File: src/rtl/swbs_pkg.sv
// Shared types and codes for the sliding window block sender.
package swbs_pkg;

    localparam int BLOCK_W = 32;

    localparam logic [BLOCK_W-1:0] TAG_EMPTY = '1;

    // request opcodes
    localparam logic [1:0] OP_POLL  = 2'd0;
    localparam logic [1:0] OP_REPLY = 2'd1;
    localparam logic [1:0] OP_START = 2'd2;
    localparam logic [1:0] OP_ABORT = 2'd3;

    // reply kinds; the last code is not a valid reply
    localparam logic [1:0] RK_ACK = 2'd0;
    localparam logic [1:0] RK_NAK = 2'd1;
    localparam logic [1:0] RK_SYN = 2'd2;
    localparam logic [1:0] RK_BAD = 2'd3;

    // configuration register indexes
    localparam logic [1:0] REG_START_OFFSET = 2'd0;
    localparam logic [1:0] REG_TOTAL_BLOCKS = 2'd1;
    localparam logic [1:0] REG_RESEND_LIMIT = 2'd2;
    localparam logic [1:0] REG_ABORT_LIMIT  = 2'd3;

    // action codes of a result
    localparam logic [1:0] ACT_NONE     = 2'd0;
    localparam logic [1:0] ACT_TRANSMIT = 2'd1;
    localparam logic [1:0] ACT_FINISHED = 2'd2;

    // protocol state codes as reported in a result
    localparam logic [2:0] PS_START = 3'd0;
    localparam logic [2:0] PS_SEND  = 3'd1;
    localparam logic [2:0] PS_CHECK = 3'd2;
    localparam logic [2:0] PS_ABORT = 3'd3;
    localparam logic [2:0] PS_END   = 3'd4;

    typedef struct packed {
        logic [1:0]         action;
        logic [BLOCK_W-1:0] send_block;
        logic               fresh_read;
        logic [2:0]         protocol_state;
    } result_t;

endpackage

File: src/rtl/swbs_ring.sv
// Resend ring: block tags, hit check and tag write at block mod slot count.
module swbs_ring
    import swbs_pkg::*;
#(
    parameter int WINDOW_SLOTS = 4
)
(
    input  logic               clk,
    input  logic               rst_n,
    input  logic [BLOCK_W-1:0] blk,
    input  logic               wr,
    output logic               hit
);

    localparam int SLOT_W = (WINDOW_SLOTS > 1) ? $clog2(WINDOW_SLOTS) : 1;
    localparam int RW     = SLOT_W + 1;
    localparam logic [RW-1:0] SLOTS_R = RW'(WINDOW_SLOTS);

    logic [BLOCK_W-1:0] tag_reg [WINDOW_SLOTS];
    logic [RW-1:0]      pw [BLOCK_W];
    logic [SLOT_W-1:0]  slot;

    // residue of 2^b for each bit of the block number
    for (genvar b = 0; b < BLOCK_W; b++) begin : g_pw
        localparam logic [RW-1:0] PWB = RW'((64'd1 << b) % WINDOW_SLOTS);
        assign pw[b] = PWB;
    end

    // blk mod slots: modular add tree over the per-bit residues
    always_comb
    begin
        logic [RW-1:0] lv [6][BLOCK_W];
        logic [RW-1:0] s;
        for (int l = 0; l < 6; l++)
        begin
            for (int i = 0; i < BLOCK_W; i++)
            begin
                lv[l][i] = '0;
            end
        end
        for (int i = 0; i < BLOCK_W; i++)
        begin
            lv[0][i] = blk[i] ? pw[i] : '0;
        end
        for (int l = 0; l < 5; l++)
        begin
            for (int i = 0; i < BLOCK_W / 2; i++)
            begin
                if (i < ((BLOCK_W / 2) >> l))
                begin
                    s = lv[l][2*i] + lv[l][2*i+1];
                    lv[l+1][i] = (s >= SLOTS_R) ? s - SLOTS_R : s;
                end
            end
        end
        slot = lv[5][0][SLOT_W-1:0];
    end

    // a tag only ever sits in its own slot, so any matching slot is the right one
    always_comb
    begin
        hit = 1'b0;
        for (int j = 0; j < WINDOW_SLOTS; j++)
        begin
            if (tag_reg[j] == blk)
            begin
                hit = 1'b1;
            end
        end
        if (blk == TAG_EMPTY)
        begin
            hit = 1'b0;
        end
    end

    always_ff @(posedge clk or negedge rst_n)
    begin
        if (!rst_n)
        begin
            for (int j = 0; j < WINDOW_SLOTS; j++)
            begin
                tag_reg[j] <= TAG_EMPTY;
            end
        end
        else if (wr)
        begin
            tag_reg[slot] <= blk;
        end
    end

endmodule

File: src/rtl/swbs_core.sv
// Protocol state, counters, timers and configuration; computes one result per request.
module swbs_core
    import swbs_pkg::*;
#(
    parameter int WINDOW_SLOTS = 4
)
(
    input  logic               clk,
    input  logic               rst_n,
    input  logic               cfg_we,
    input  logic [1:0]         cfg_index,
    input  logic [31:0]        cfg_data,
    input  logic               in_acc,
    input  logic [1:0]         opcode,
    input  logic [1:0]         reply_kind,
    input  logic [BLOCK_W-1:0] reply_block,
    input  logic               ring_hit,
    output logic               ring_wr,
    output logic [BLOCK_W-1:0] cur_block,
    output result_t            result
);

    typedef enum logic [2:0] {
        PH_START = PS_START,
        PH_SEND  = PS_SEND,
        PH_CHECK = PS_CHECK,
        PH_ABORT = PS_ABORT,
        PH_END   = PS_END
    } phase_t;

    typedef struct packed {
        logic               ok;
        logic               skip;
        logic [BLOCK_W-1:0] cur;
    } adv_t;

    localparam logic [15:0] RESEND_LIMIT_RST = 16'd100;
    localparam logic [15:0] ABORT_LIMIT_RST  = 16'd1000;
    localparam logic [15:0] TIMER_MAX        = 16'hFFFF;
    localparam logic [BLOCK_W-1:0] FILL_LIMIT = BLOCK_W'(WINDOW_SLOTS);

    logic [31:0]        start_offset_reg;
    logic [31:0]        total_blocks_reg;
    logic [15:0]        resend_limit_reg;
    logic [15:0]        abort_limit_reg;

    phase_t             phase_reg, phase_next;
    logic [BLOCK_W-1:0] completed_reg, completed_next;
    logic [BLOCK_W-1:0] current_reg, current_next;
    logic [BLOCK_W-1:0] read_count_reg, read_count_next;
    logic [15:0]        resend_timer_reg, resend_timer_next;
    logic [15:0]        abort_timer_reg, abort_timer_next;
    logic               tag_wr;

    // guard: while in abort only a change to end is taken
    function automatic phase_t go(input phase_t cur, input phase_t nxt);
        return (cur != PH_ABORT || nxt == PH_END) ? nxt : cur;
    endfunction

    // jump past the read position while blocks still remain
    function automatic logic skip_to(input logic [BLOCK_W-1:0] pos,
                                     input logic [BLOCK_W-1:0] rdc,
                                     input logic [31:0] off,
                                     input logic [31:0] tot);
        return ({1'b0, pos} > ({1'b0, rdc} + 33'd1)) &&
               (({1'b0, rdc} + {1'b0, off}) < {1'b0, tot});
    endfunction

    function automatic logic blocks_left(input logic [BLOCK_W-1:0] blk,
                                         input logic [31:0] off,
                                         input logic [31:0] tot);
        return ({1'b0, blk} + {1'b0, off}) < {1'b0, tot};
    endfunction

    // window advance; the position moves even when the move is a skip
    function automatic adv_t advance(input logic [BLOCK_W-1:0] cur,
                                     input logic [BLOCK_W-1:0] rdc,
                                     input logic [BLOCK_W-1:0] comp,
                                     input phase_t ph,
                                     input logic [31:0] off,
                                     input logic [31:0] tot);
        adv_t a;
        logic [BLOCK_W-1:0] fill;
        fill   = rdc - comp;
        a.ok   = 1'b0;
        a.skip = 1'b0;
        a.cur  = cur;
        if (($signed(fill) < $signed(FILL_LIMIT)) && ph != PH_ABORT)
        begin
            a.cur  = cur + 1'b1;
            a.skip = skip_to(a.cur, rdc, off, tot);
            a.ok   = !a.skip;
        end
        return a;
    endfunction

    always_comb
    begin
        phase_t             ph;
        logic [BLOCK_W-1:0] comp, cur, rdc, sblk, pos;
        logic [15:0]        rt, at;
        logic [1:0]         act;
        logic               fresh, wr, do_check, more;
        adv_t               a;

        ph       = phase_reg;
        comp     = completed_reg;
        cur      = current_reg;
        rdc      = read_count_reg;
        rt       = resend_timer_reg;
        at       = abort_timer_reg;
        act      = ACT_NONE;
        sblk     = '0;
        fresh    = 1'b0;
        wr       = 1'b0;
        do_check = 1'b0;
        more     = 1'b0;
        pos      = '0;
        a        = '0;

        if (phase_reg != PH_END)
        begin
            if (opcode == OP_ABORT)
            begin
                ph = go(ph, PH_ABORT);
            end
            unique case (ph)
                PH_START:
                begin
                    if (opcode == OP_START)
                    begin
                        ph = go(ph, PH_SEND);
                    end
                end
                PH_SEND:
                begin
                    if (!ring_hit)
                    begin
                        wr = 1'b1;
                        if (rdc > cur)
                        begin
                            ph = go(ph, PH_END);
                        end
                        else
                        begin
                            rdc = rdc + 1'b1;
                        end
                    end
                    act   = ACT_TRANSMIT;
                    sblk  = cur;
                    fresh = !ring_hit;
                    rt    = '0;
                    ph    = go(ph, PH_CHECK);
                end
                PH_ABORT:
                begin
                    if (at < abort_limit_reg && (rdc - comp) != BLOCK_W'(1))
                    begin
                        at       = at + 1'b1;
                        do_check = 1'b1;
                    end
                    else
                    begin
                        ph = go(ph, PH_END);
                    end
                end
                PH_CHECK:
                begin
                    do_check = 1'b1;
                end
                default:
                begin
                end
            endcase

            if (do_check)
            begin
                if (opcode == OP_REPLY &&
                    (reply_kind == RK_ACK || reply_kind == RK_NAK || reply_kind == RK_SYN))
                begin
                    case (reply_kind)
                        RK_ACK:
                        begin
                            comp = reply_block;
                            more = blocks_left(reply_block, start_offset_reg,
                                               total_blocks_reg);
                            if (!more)
                            begin
                                ph = go(ph, PH_END);
                                ph = go(ph, PH_END);
                            end
                            else if (reply_block <= cur)
                            begin
                                a = advance(cur, rdc, comp, ph, start_offset_reg,
                                            total_blocks_reg);
                                cur = a.cur;
                                if (a.skip)
                                begin
                                    ph = go(ph, PH_END);
                                end
                                ph = go(ph, a.ok ? PH_SEND : PH_CHECK);
                            end
                            else if (skip_to(reply_block, rdc, start_offset_reg,
                                             total_blocks_reg))
                            begin
                                ph = go(ph, PH_END);
                                ph = go(ph, PH_ABORT);
                            end
                            else
                            begin
                                cur = reply_block;
                                ph  = go(ph, PH_SEND);
                            end
                        end
                        RK_SYN:
                        begin
                            pos = reply_block + 1'b1;
                            if (skip_to(pos, rdc, start_offset_reg, total_blocks_reg))
                            begin
                                ph = go(ph, PH_END);
                                ph = go(ph, PH_ABORT);
                            end
                            else
                            begin
                                cur  = pos;
                                comp = reply_block;
                                more = blocks_left(reply_block, start_offset_reg,
                                                   total_blocks_reg);
                                if (!more)
                                begin
                                    ph = go(ph, PH_END);
                                end
                                ph = go(ph, more ? PH_SEND : PH_END);
                            end
                        end
                        default:
                        begin
                            // NAK
                            if (skip_to(reply_block, rdc, start_offset_reg,
                                        total_blocks_reg))
                            begin
                                ph = go(ph, PH_END);
                                ph = go(ph, PH_ABORT);
                            end
                            else
                            begin
                                cur = reply_block;
                                ph  = go(ph, PH_SEND);
                            end
                        end
                    endcase
                end
                else
                begin
                    // poll, start, abort, or a reply of unknown kind
                    a = advance(cur, rdc, comp, ph, start_offset_reg, total_blocks_reg);
                    cur = a.cur;
                    if (a.skip)
                    begin
                        ph = go(ph, PH_END);
                    end
                    if (a.ok)
                    begin
                        ph = go(ph, PH_SEND);
                    end
                    else if (rt > resend_limit_reg)
                    begin
                        ph = go(ph, PH_SEND);
                        rt = '0;
                    end
                    else
                    begin
                        if (rt != TIMER_MAX)
                        begin
                            rt = rt + 1'b1;
                        end
                        ph = go(ph, PH_CHECK);
                    end
                end
            end
        end

        if (act == ACT_NONE && ph == PH_END)
        begin
            act = ACT_FINISHED;
        end

        phase_next        = ph;
        completed_next    = comp;
        current_next      = cur;
        read_count_next   = rdc;
        resend_timer_next = rt;
        abort_timer_next  = at;
        tag_wr            = wr;

        result.action         = act;
        result.send_block     = sblk;
        result.fresh_read     = fresh;
        result.protocol_state = ph;
    end

    assign ring_wr   = tag_wr & in_acc;
    assign cur_block = current_reg;

    always_ff @(posedge clk or negedge rst_n)
    begin
        if (!rst_n)
        begin
            start_offset_reg <= '0;
            total_blocks_reg <= '0;
            resend_limit_reg <= RESEND_LIMIT_RST;
            abort_limit_reg  <= ABORT_LIMIT_RST;
            phase_reg        <= PH_START;
            completed_reg    <= '0;
            current_reg      <= '0;
            read_count_reg   <= '0;
            resend_timer_reg <= '0;
            abort_timer_reg  <= '0;
        end
        else
        begin
            if (cfg_we)
            begin
                unique case (cfg_index)
                    REG_START_OFFSET: start_offset_reg <= cfg_data;
                    REG_TOTAL_BLOCKS: total_blocks_reg <= cfg_data;
                    REG_RESEND_LIMIT: resend_limit_reg <= cfg_data[15:0];
                    REG_ABORT_LIMIT:  abort_limit_reg  <= cfg_data[15:0];
                    default:
                    begin
                    end
                endcase
            end
            if (in_acc)
            begin
                phase_reg        <= phase_next;
                completed_reg    <= completed_next;
                current_reg      <= current_next;
                read_count_reg   <= read_count_next;
                resend_timer_reg <= resend_timer_next;
                abort_timer_reg  <= abort_timer_next;
            end
        end
    end

endmodule

File: src/rtl/swbs_outq.sv
// Two-entry result buffer: output register plus skid register.
module swbs_outq
    import swbs_pkg::*;
(
    input  logic    clk,
    input  logic    rst_n,
    input  logic    push,
    input  result_t push_data,
    output logic    full,
    output logic    out_valid,
    input  logic    out_stall,
    output result_t out_data
);

    logic    out_valid_reg;
    logic    skid_valid_reg;
    result_t out_data_reg;
    result_t skid_data_reg;
    logic    take;

    assign take = out_valid_reg & ~out_stall;

    always_ff @(posedge clk or negedge rst_n)
    begin
        if (!rst_n)
        begin
            out_valid_reg  <= 1'b0;
            skid_valid_reg <= 1'b0;
        end
        else if (skid_valid_reg)
        begin
            if (take)
            begin
                skid_valid_reg <= 1'b0;
            end
        end
        else if (push)
        begin
            if (out_valid_reg && !take)
            begin
                skid_valid_reg <= 1'b1;
            end
            out_valid_reg <= 1'b1;
        end
        else if (take)
        begin
            out_valid_reg <= 1'b0;
        end
    end

    always_ff @(posedge clk)
    begin
        if (skid_valid_reg)
        begin
            if (take)
            begin
                out_data_reg <= skid_data_reg;
            end
        end
        else if (push)
        begin
            if (!out_valid_reg || take)
            begin
                out_data_reg <= push_data;
            end
            else
            begin
                skid_data_reg <= push_data;
            end
        end
    end

    assign full      = skid_valid_reg;
    assign out_valid = out_valid_reg;
    assign out_data  = out_data_reg;

endmodule

File: src/rtl/sliding_window_block_sender_top.sv
// Top level of the sliding window block sender.
// Each accepted request (poll, reply, start token or abort) is one pass of the
// sender loop and yields exactly one result, shown on out_valid the cycle after
// acceptance unless an earlier result is still waiting to be taken. A new request
// is taken every cycle: the whole step is one pass of
// compares and 33-bit adds between the state registers and a two-entry result
// buffer, so in_stall rises only when both buffer entries hold results that the
// receiver has not taken. The resend ring keeps WINDOW_SLOTS block tags in
// flip-flops, checked in parallel; reset marks every slot empty at once.
// Configuration is to be written through cfg_we/cfg_index/cfg_data while idle; the block does not enforce it.
module sliding_window_block_sender_top
    import swbs_pkg::*;
#(
    parameter int WINDOW_SLOTS = 4
)
(
    input  logic               clk,
    input  logic               rst_n,
    input  logic               cfg_we,
    input  logic [1:0]         cfg_index,
    input  logic [31:0]        cfg_data,
    input  logic               in_valid,
    output logic               in_stall,
    input  logic [1:0]         opcode,
    input  logic [1:0]         reply_kind,
    input  logic [BLOCK_W-1:0] reply_block,
    output logic               out_valid,
    input  logic               out_stall,
    output logic [1:0]         action,
    output logic [BLOCK_W-1:0] send_block,
    output logic               fresh_read,
    output logic [2:0]         protocol_state
);

    logic               in_acc;
    logic               ring_hit;
    logic               ring_wr;
    logic [BLOCK_W-1:0] cur_block;
    result_t            step_result;
    result_t            out_data;

    assign in_acc = in_valid & ~in_stall;

    swbs_core #(
        .WINDOW_SLOTS(WINDOW_SLOTS)
    ) u_core (
        .clk        (clk),
        .rst_n      (rst_n),
        .cfg_we     (cfg_we),
        .cfg_index  (cfg_index),
        .cfg_data   (cfg_data),
        .in_acc     (in_acc),
        .opcode     (opcode),
        .reply_kind (reply_kind),
        .reply_block(reply_block),
        .ring_hit   (ring_hit),
        .ring_wr    (ring_wr),
        .cur_block  (cur_block),
        .result     (step_result)
    );

    swbs_ring #(
        .WINDOW_SLOTS(WINDOW_SLOTS)
    ) u_ring (
        .clk  (clk),
        .rst_n(rst_n),
        .blk  (cur_block),
        .wr   (ring_wr),
        .hit  (ring_hit)
    );

    swbs_outq u_outq (
        .clk      (clk),
        .rst_n    (rst_n),
        .push     (in_acc),
        .push_data(step_result),
        .full     (in_stall),
        .out_valid(out_valid),
        .out_stall(out_stall),
        .out_data (out_data)
    );

    assign action         = out_data.action;
    assign send_block     = out_data.send_block;
    assign fresh_read     = out_data.fresh_read;
    assign protocol_state = out_data.protocol_state;

endmodule

File: config.mk
export PLATFORM = sky130hd
export DESIGN_NAME = sliding_window_block_sender_top
export DESIGN_NICKNAME = d
export VERILOG_FILES = /design/src/rtl/swbs_pkg.sv /design/src/rtl/swbs_ring.sv /design/src/rtl/swbs_core.sv /design/src/rtl/swbs_outq.sv /design/src/rtl/sliding_window_block_sender_top.sv
export SDC_FILE = /design/constraint.sdc
export NUM_CORES = 2
export LEC_CHECK = 0
export BUFFER_PORTS_ARGS = -buffer_cell sky130_fd_sc_hd__buf_2
export CORE_ASPECT_RATIO = 1.75
export CORE_MARGIN = 2
export CORE_UTILIZATION = 55
export CTS_CLUSTER_SIZE = 28
export DETAILED_ROUTE_END_ITERATION = 8
export PLACE_DENSITY = 0.77
export REMOVE_ABC_BUFFERS = 1
export SYNTH_ARGS = -nofsm -noshare
export SYNTH_HDL_FRONTEND = slang
export SYNTH_SLANG_ARGS = --single-unit
File: constraint.sdc
create_clock -name clk -period 11.9 [get_ports clk]
set_input_delay 1.19 -clock clk [delete_from_list [all_inputs] [get_ports clk]]
set_output_delay 1.19 -clock clk [all_outputs]
set_load 0.02 [all_outputs]
# Yosys cells after proc, flatten, opt, wreduce, memory -nomap -nowiden
# Cells that the tools add are included.
# Widths: inputs -> output; s select.
dict set report word_totals {
  word_cells 254
  in_bits 75
  regBits 433
  out_inout_bits 40
}
dict set report classes {
  add_sub_neg 17
  magnitude_cmp 18
  n_reduce_logical 38
  bitwise 7
  muxes 115
  eq_ne 35
}
# op n
set op_table {}
lappend op_table {{$mux 32} 13}
lappend op_table {{$mux 34} 11}
lappend op_table {{$mux 38} 4}
lappend op_table {{$mux 3} 48}
lappend op_table {{$bwmux 128} 1}
lappend op_table {{$eq 32x32->1} 4}
lappend op_table {{$pmux 32 s2} 2}
lappend op_table {{$mux 16} 7}
lappend op_table {{$gt 32x33->1} 3}
lappend op_table {{$add 32x1->32 const B} 3}
lappend op_table {{$sub 32x32->32} 3}
lappend op_table {{$add 32x32->33} 2}
lappend op_table {{$lt 33x32->1} 2}
lappend op_table {{$demux 32 s2} 1}
lappend op_table {{$lt 32x4->1 const B} 2}
lappend op_table {{$add 32x1->33 const B} 1}
lappend op_table {{$add 16x1->16 const B} 2}
lappend op_table {{$eq 32x32->1 const B} 1}
lappend op_table {{$gt 32x32->1} 1}
lappend op_table {{$le 32x32->1} 1}
lappend op_table {{$ne 32x1->1 const B} 1}
lappend op_table {{$mux 1} 21}
lappend op_table {{$ne 3x2->1 const B} 7}
lappend op_table {{$ge 3x3->1 const B} 6}
lappend op_table {{34 further kinds} 83}

# Logic depth before layout (Yosys ltp)
dict set report depth {
  word_depth 44
  mapped_depth 50
  depth_no_buf 42
}

# Modules after synthesis
# A second synthesis with hierarchy kept.
dict set report hier_totals {
  cells_unflattened 4017
  area_unflattened_um2 37487.2
}
# mod n_inst cells_per_inst seq_area_each_um2 area_each_um2
set by_module_without_submodules {}
lappend by_module_without_submodules {swbs_core 1 3400 5691.7 27840.5}
lappend by_module_without_submodules {swbs_ring 1 485 3363.2 6600.1}
lappend by_module_without_submodules {swbs_outq 1 131 2332.2 3032.9}
lappend by_module_without_submodules {sliding_window_block_sender_top 1 1 0.0 13.8}

# Least setup slack after synthesis
# Ideal clock, no wire load.
dict set report synth_path {
  kind {register to register}
  startpoint {register u_core.current_reg[23] (netlist: u_core.cur_block[23])}
  endpoint {register u_core.current_reg[28] (netlist: u_core.cur_block[28])}
  stages_incl_launch_ff 48
  arrival_ns 10.017
  period_less_slack_ns 10.152
  t_required_ns 11.765
  setup_ns 0.135
  path_buffers 7
  slack_ns 1.748
  cell_sequence {dfrtp_1 -> clkbuf_1 -> clkinv_1 -> ha_1 -> and4_1 -> nor4bb_1 -> nand3_1 -> a22o_1 -> a311oi_1 -> o21a_1 -> buf_4 -> buf_2 -> buf_1 -> o21ai_0 -> fa_1 -> a21o_1 -> a21oi_1 -> o211a_1 -> [12 not listed] -> xnor2_1 -> ha_1 -> a211o_1 -> a211oi_1 -> nand3_1 -> nor3_1 -> o21ai_0 -> a21oi_1 -> o311a_1 -> and2_1 -> clkbuf_1 -> clkbuf_1 -> clkbuf_1 -> nor2_1 -> a21oi_1 -> nand2_1 -> a31oi_1 -> o22ai_1}
}
dict set report synth_via {
  elab_chain_len 17
  word_cells_on_any_way 59
  classes_between {5 x add/sub; 7 x order compare; 10 x eq/ne; 32 x mux; 5 x reduce/logical}
}
# item line
set synth_rtl {}
lappend synth_rtl {{start, declared} swbs_core.sv:49} ;# logic [BLOCK_W-1:0] current_reg, current_next;
lappend synth_rtl {{start signal, assigned} swbs_core.sv:338} ;# current_reg <= current_next;
lappend synth_rtl {{parallel branches: the longest is 17 deep, another holds $add 32x1->33} -}
# Parallel ways; which one is timed is not known. The select of a mux whose other input is x is not followed.
# A chain may end at the register's enable or synchronous reset.

# Worst setup path after layout
dict set report layout_path {
  startpoint {register u_core.current_reg[1] (netlist: u_core.cur_block[1])}
  endpoint {register u_core.current_reg[2] (netlist: u_core.cur_block[2])}
}
# The elaborated chain is that of the path after synthesis.

==> metrics.cfg <==
[global_route]
grt_usage_pct=40.5
antenna_found_initial=7
grt_max_degree=161
grt_pass1_vias=35000
grt_pass1_wl_mm=213
gr-total-overflow=0

[timing]
relSlewSlack_pct=7.27
worst_slew_pin_slew_ns=1.39
drv_slew=0
setup_violations=0
layout_setup_ws_ns=0.774
max_freq_mhz=89.9
final.setup_skew_ns=0.0184
period_share_pct=93.5
fin_crit_ns=11.13
rsz0062_at_grt=no
hold_viol=0
setup_tns_ns=0

[die]
fp.dieArea_um2=70100
io_pins=115
coreArea_um2=67300
die_h_um=349
num_rows=126
die_w_um=201
start_util_pct=55.5

[synth]
synth_area_um2=37300
synth.top_cell.area_share_pct=14.7
synth.yosys.seq_area_share_pct=30.5
synth_top_cells_by_area=dfrtp_1, ha_1, dfstp_2, edfxtp_1, nand2_1
synth_top_cell_by_area=dfrtp_1
synth_cells=4340
yosysMostFrequentCell=nand2_1
ys_types=94
ys_async_sr_fraction_pct=82.4
synth_ff_type=dfrtp_1
synth_edf_count=76
synth_warnings=0
ys_seq_elements=433
avgSynthCellArea_um2=8.60
ys_top_cells_by_count=nand2_1, ha_1, o21ai_0, nor2_1, a21oi_1

[critical_path]
criticalPathCategory=reg -> reg
critPathMaxStageDelay_ns=0.69
regToRegStartpoint=u_core.cur_block[1]
rrSetupSlack_ns=0.77
r2r-end=u_core.cur_block[2]
end_kind=flip-flop
required_ns=12.39
path_delay_family=compound AO/OA/AOI/OAI gates
worstPathArrival_ns=11.62
crit_buf_inv=3
worst-r2r-cell-count=43
cp-startpoint=u_core.cur_block[1]
path_depth=43
crit_top_cell=a21oi_1
cp-start-kind=flip-flop
path_max_fanout=48
crit_slowest_cell=or4_4
crit_end=u_core.cur_block[2]

[drt]
ant_nets=0
drtIter0Drc=3681
drt-pass1-iter-count=8
wire_per_inst_um=26.9
num_vias=35500
routed_wl_mm=144
remaining_drc_errors=0
via_per_inst=6.66

[min_path]
hold_class=reg -> reg
holdPathStages=2

[final_layout]
fin_nets=4886
largest_reg_flops=128
design_area_um2=40600
syn_to_final_growth_pct=8.60
drive_gt1_share_pct=13.3
fillerInstances=6004

[pwr]
p_leak_nw=17.9
finalPower_mw=8.41
powerDensity_nw_per_um2=207
peakVddDrop_mv=0.175

[cts]
htreeDepth=2
clock_latency_ns=0.63
clock_sinks=433
clk_path_buf_depth=3
hold_buffers=0
cts_buffers=45
cts_root_buffer=clkbuf_16
path_clk_slew_ns=0.07
tritoncts=done

[run]
drv_cap=0

[placed_design]
dp_hpwl_mm=109
placed_area_um2=39000
routabilityCongestion=1.09
place_ws_ns=0.920
portBuffers=114

[outcome]
status=finished clean

## metal layers
layer / vias to the layer above / track usage, % / wire (um)
li1: 15900 / - / -
met1: 16700 / 40.0 / 46200
met2: 1987 / 68.1 / 67500
met3: 896 / 9.61 / 11900
met4: 4 / 41.7 / 18100
met5: - / 0 / 25
## worst min-delay path by stage
stage	slack, ns	to	startpoint
after detailed placement	0.47	u_core.completed_reg[22]	u_core.completed_reg[22]
after global placement	0.46	u_core.completed_reg[3]	u_core.completed_reg[3]
after global routing	0.50	u_ring.tag_reg[93]	u_ring.tag_reg[93]
final	0.48	u_core.completed_reg[22]	u_core.completed_reg[22]
after floorplan	0.45	u_core.completed_reg[10]	u_core.completed_reg[10]
after CTS	0.49	u_core.completed_reg[22]	u_core.completed_reg[22]
## tightest hold or removal path: cells and delay by family, from the launching register on
| family | cells | cell delay [ns] |
|---|---|---|
| AOI/OAI and AO/OA | 1 | 0.06 |
| DFF | 1 | 0.34 |
| and+or+nand+nor | 1 | 0.04 |
## cells in the final DEF, fill, tap and decap left out, types with 59 or more instances in the layout
master,count
dfrtp_1,215
mux2_2,105
edfxtp_1,76
nand2_1,452
xor2_1,194
nor4_1,59
ha_1,418
o21ai_0,302
nor3_1,84
dfstp_2,137
a21o_1,112
buf_4,90
inv_1,234
nand3_1,120
xnor2_1,177
a21oi_1,256
nor2_1,265
nand4_1,91
buf_2,113
## cells by family after synthesis
family          count (synthesis)  synth area share [%]
fa+ha+maj                     421                  14.2
flops                         433                  30.5
compound gates               1171                  20.4
simple gates                 1365                  17.8
xor+xnor                      372                  8.77
mux                           121                  3.60
buf+inv                       457                  4.77
## cell type report
cell class                      count  area (um^2)  share of cell area (%)
Timing Repair Buffer              207         1320                    3.25
Clock inverter                     21          206                   0.509
Antenna cell                        8         20.0                  0.0494
Inverter                          253          961                    2.37
Tap cell                          896         1120                    2.76
Clock buffer                       63         1250                    3.09
Sequential cell                   433        11400                    28.1
Multi-Input combinational cell   3450        24300                    59.9
## through the flow
step           util, %  cells  hold slack (ns)
5_1_grt           60.2   5326            0.497
2_1_floorplan        -   4136            0.450
3_5_place_dp      57.9   5235            0.472
6_report          60.2   5331            0.483
3_3_place_gp      57.9   5235            0.463
4_1_cts           60.1   5319            0.486
## where the power goes
group	switching, mW	internal, mW
logic	2.86	1.55
clock network	0.662	0.790
registers	0.399	2.15
## what timing repair did
action                                  in CTS  in global routing
buffers inserted                             0                  4
endpoints found under the setup margin       0                 50
resized for setup                            0                  8
Note: power is estimated with default switching activity, not from simulation.
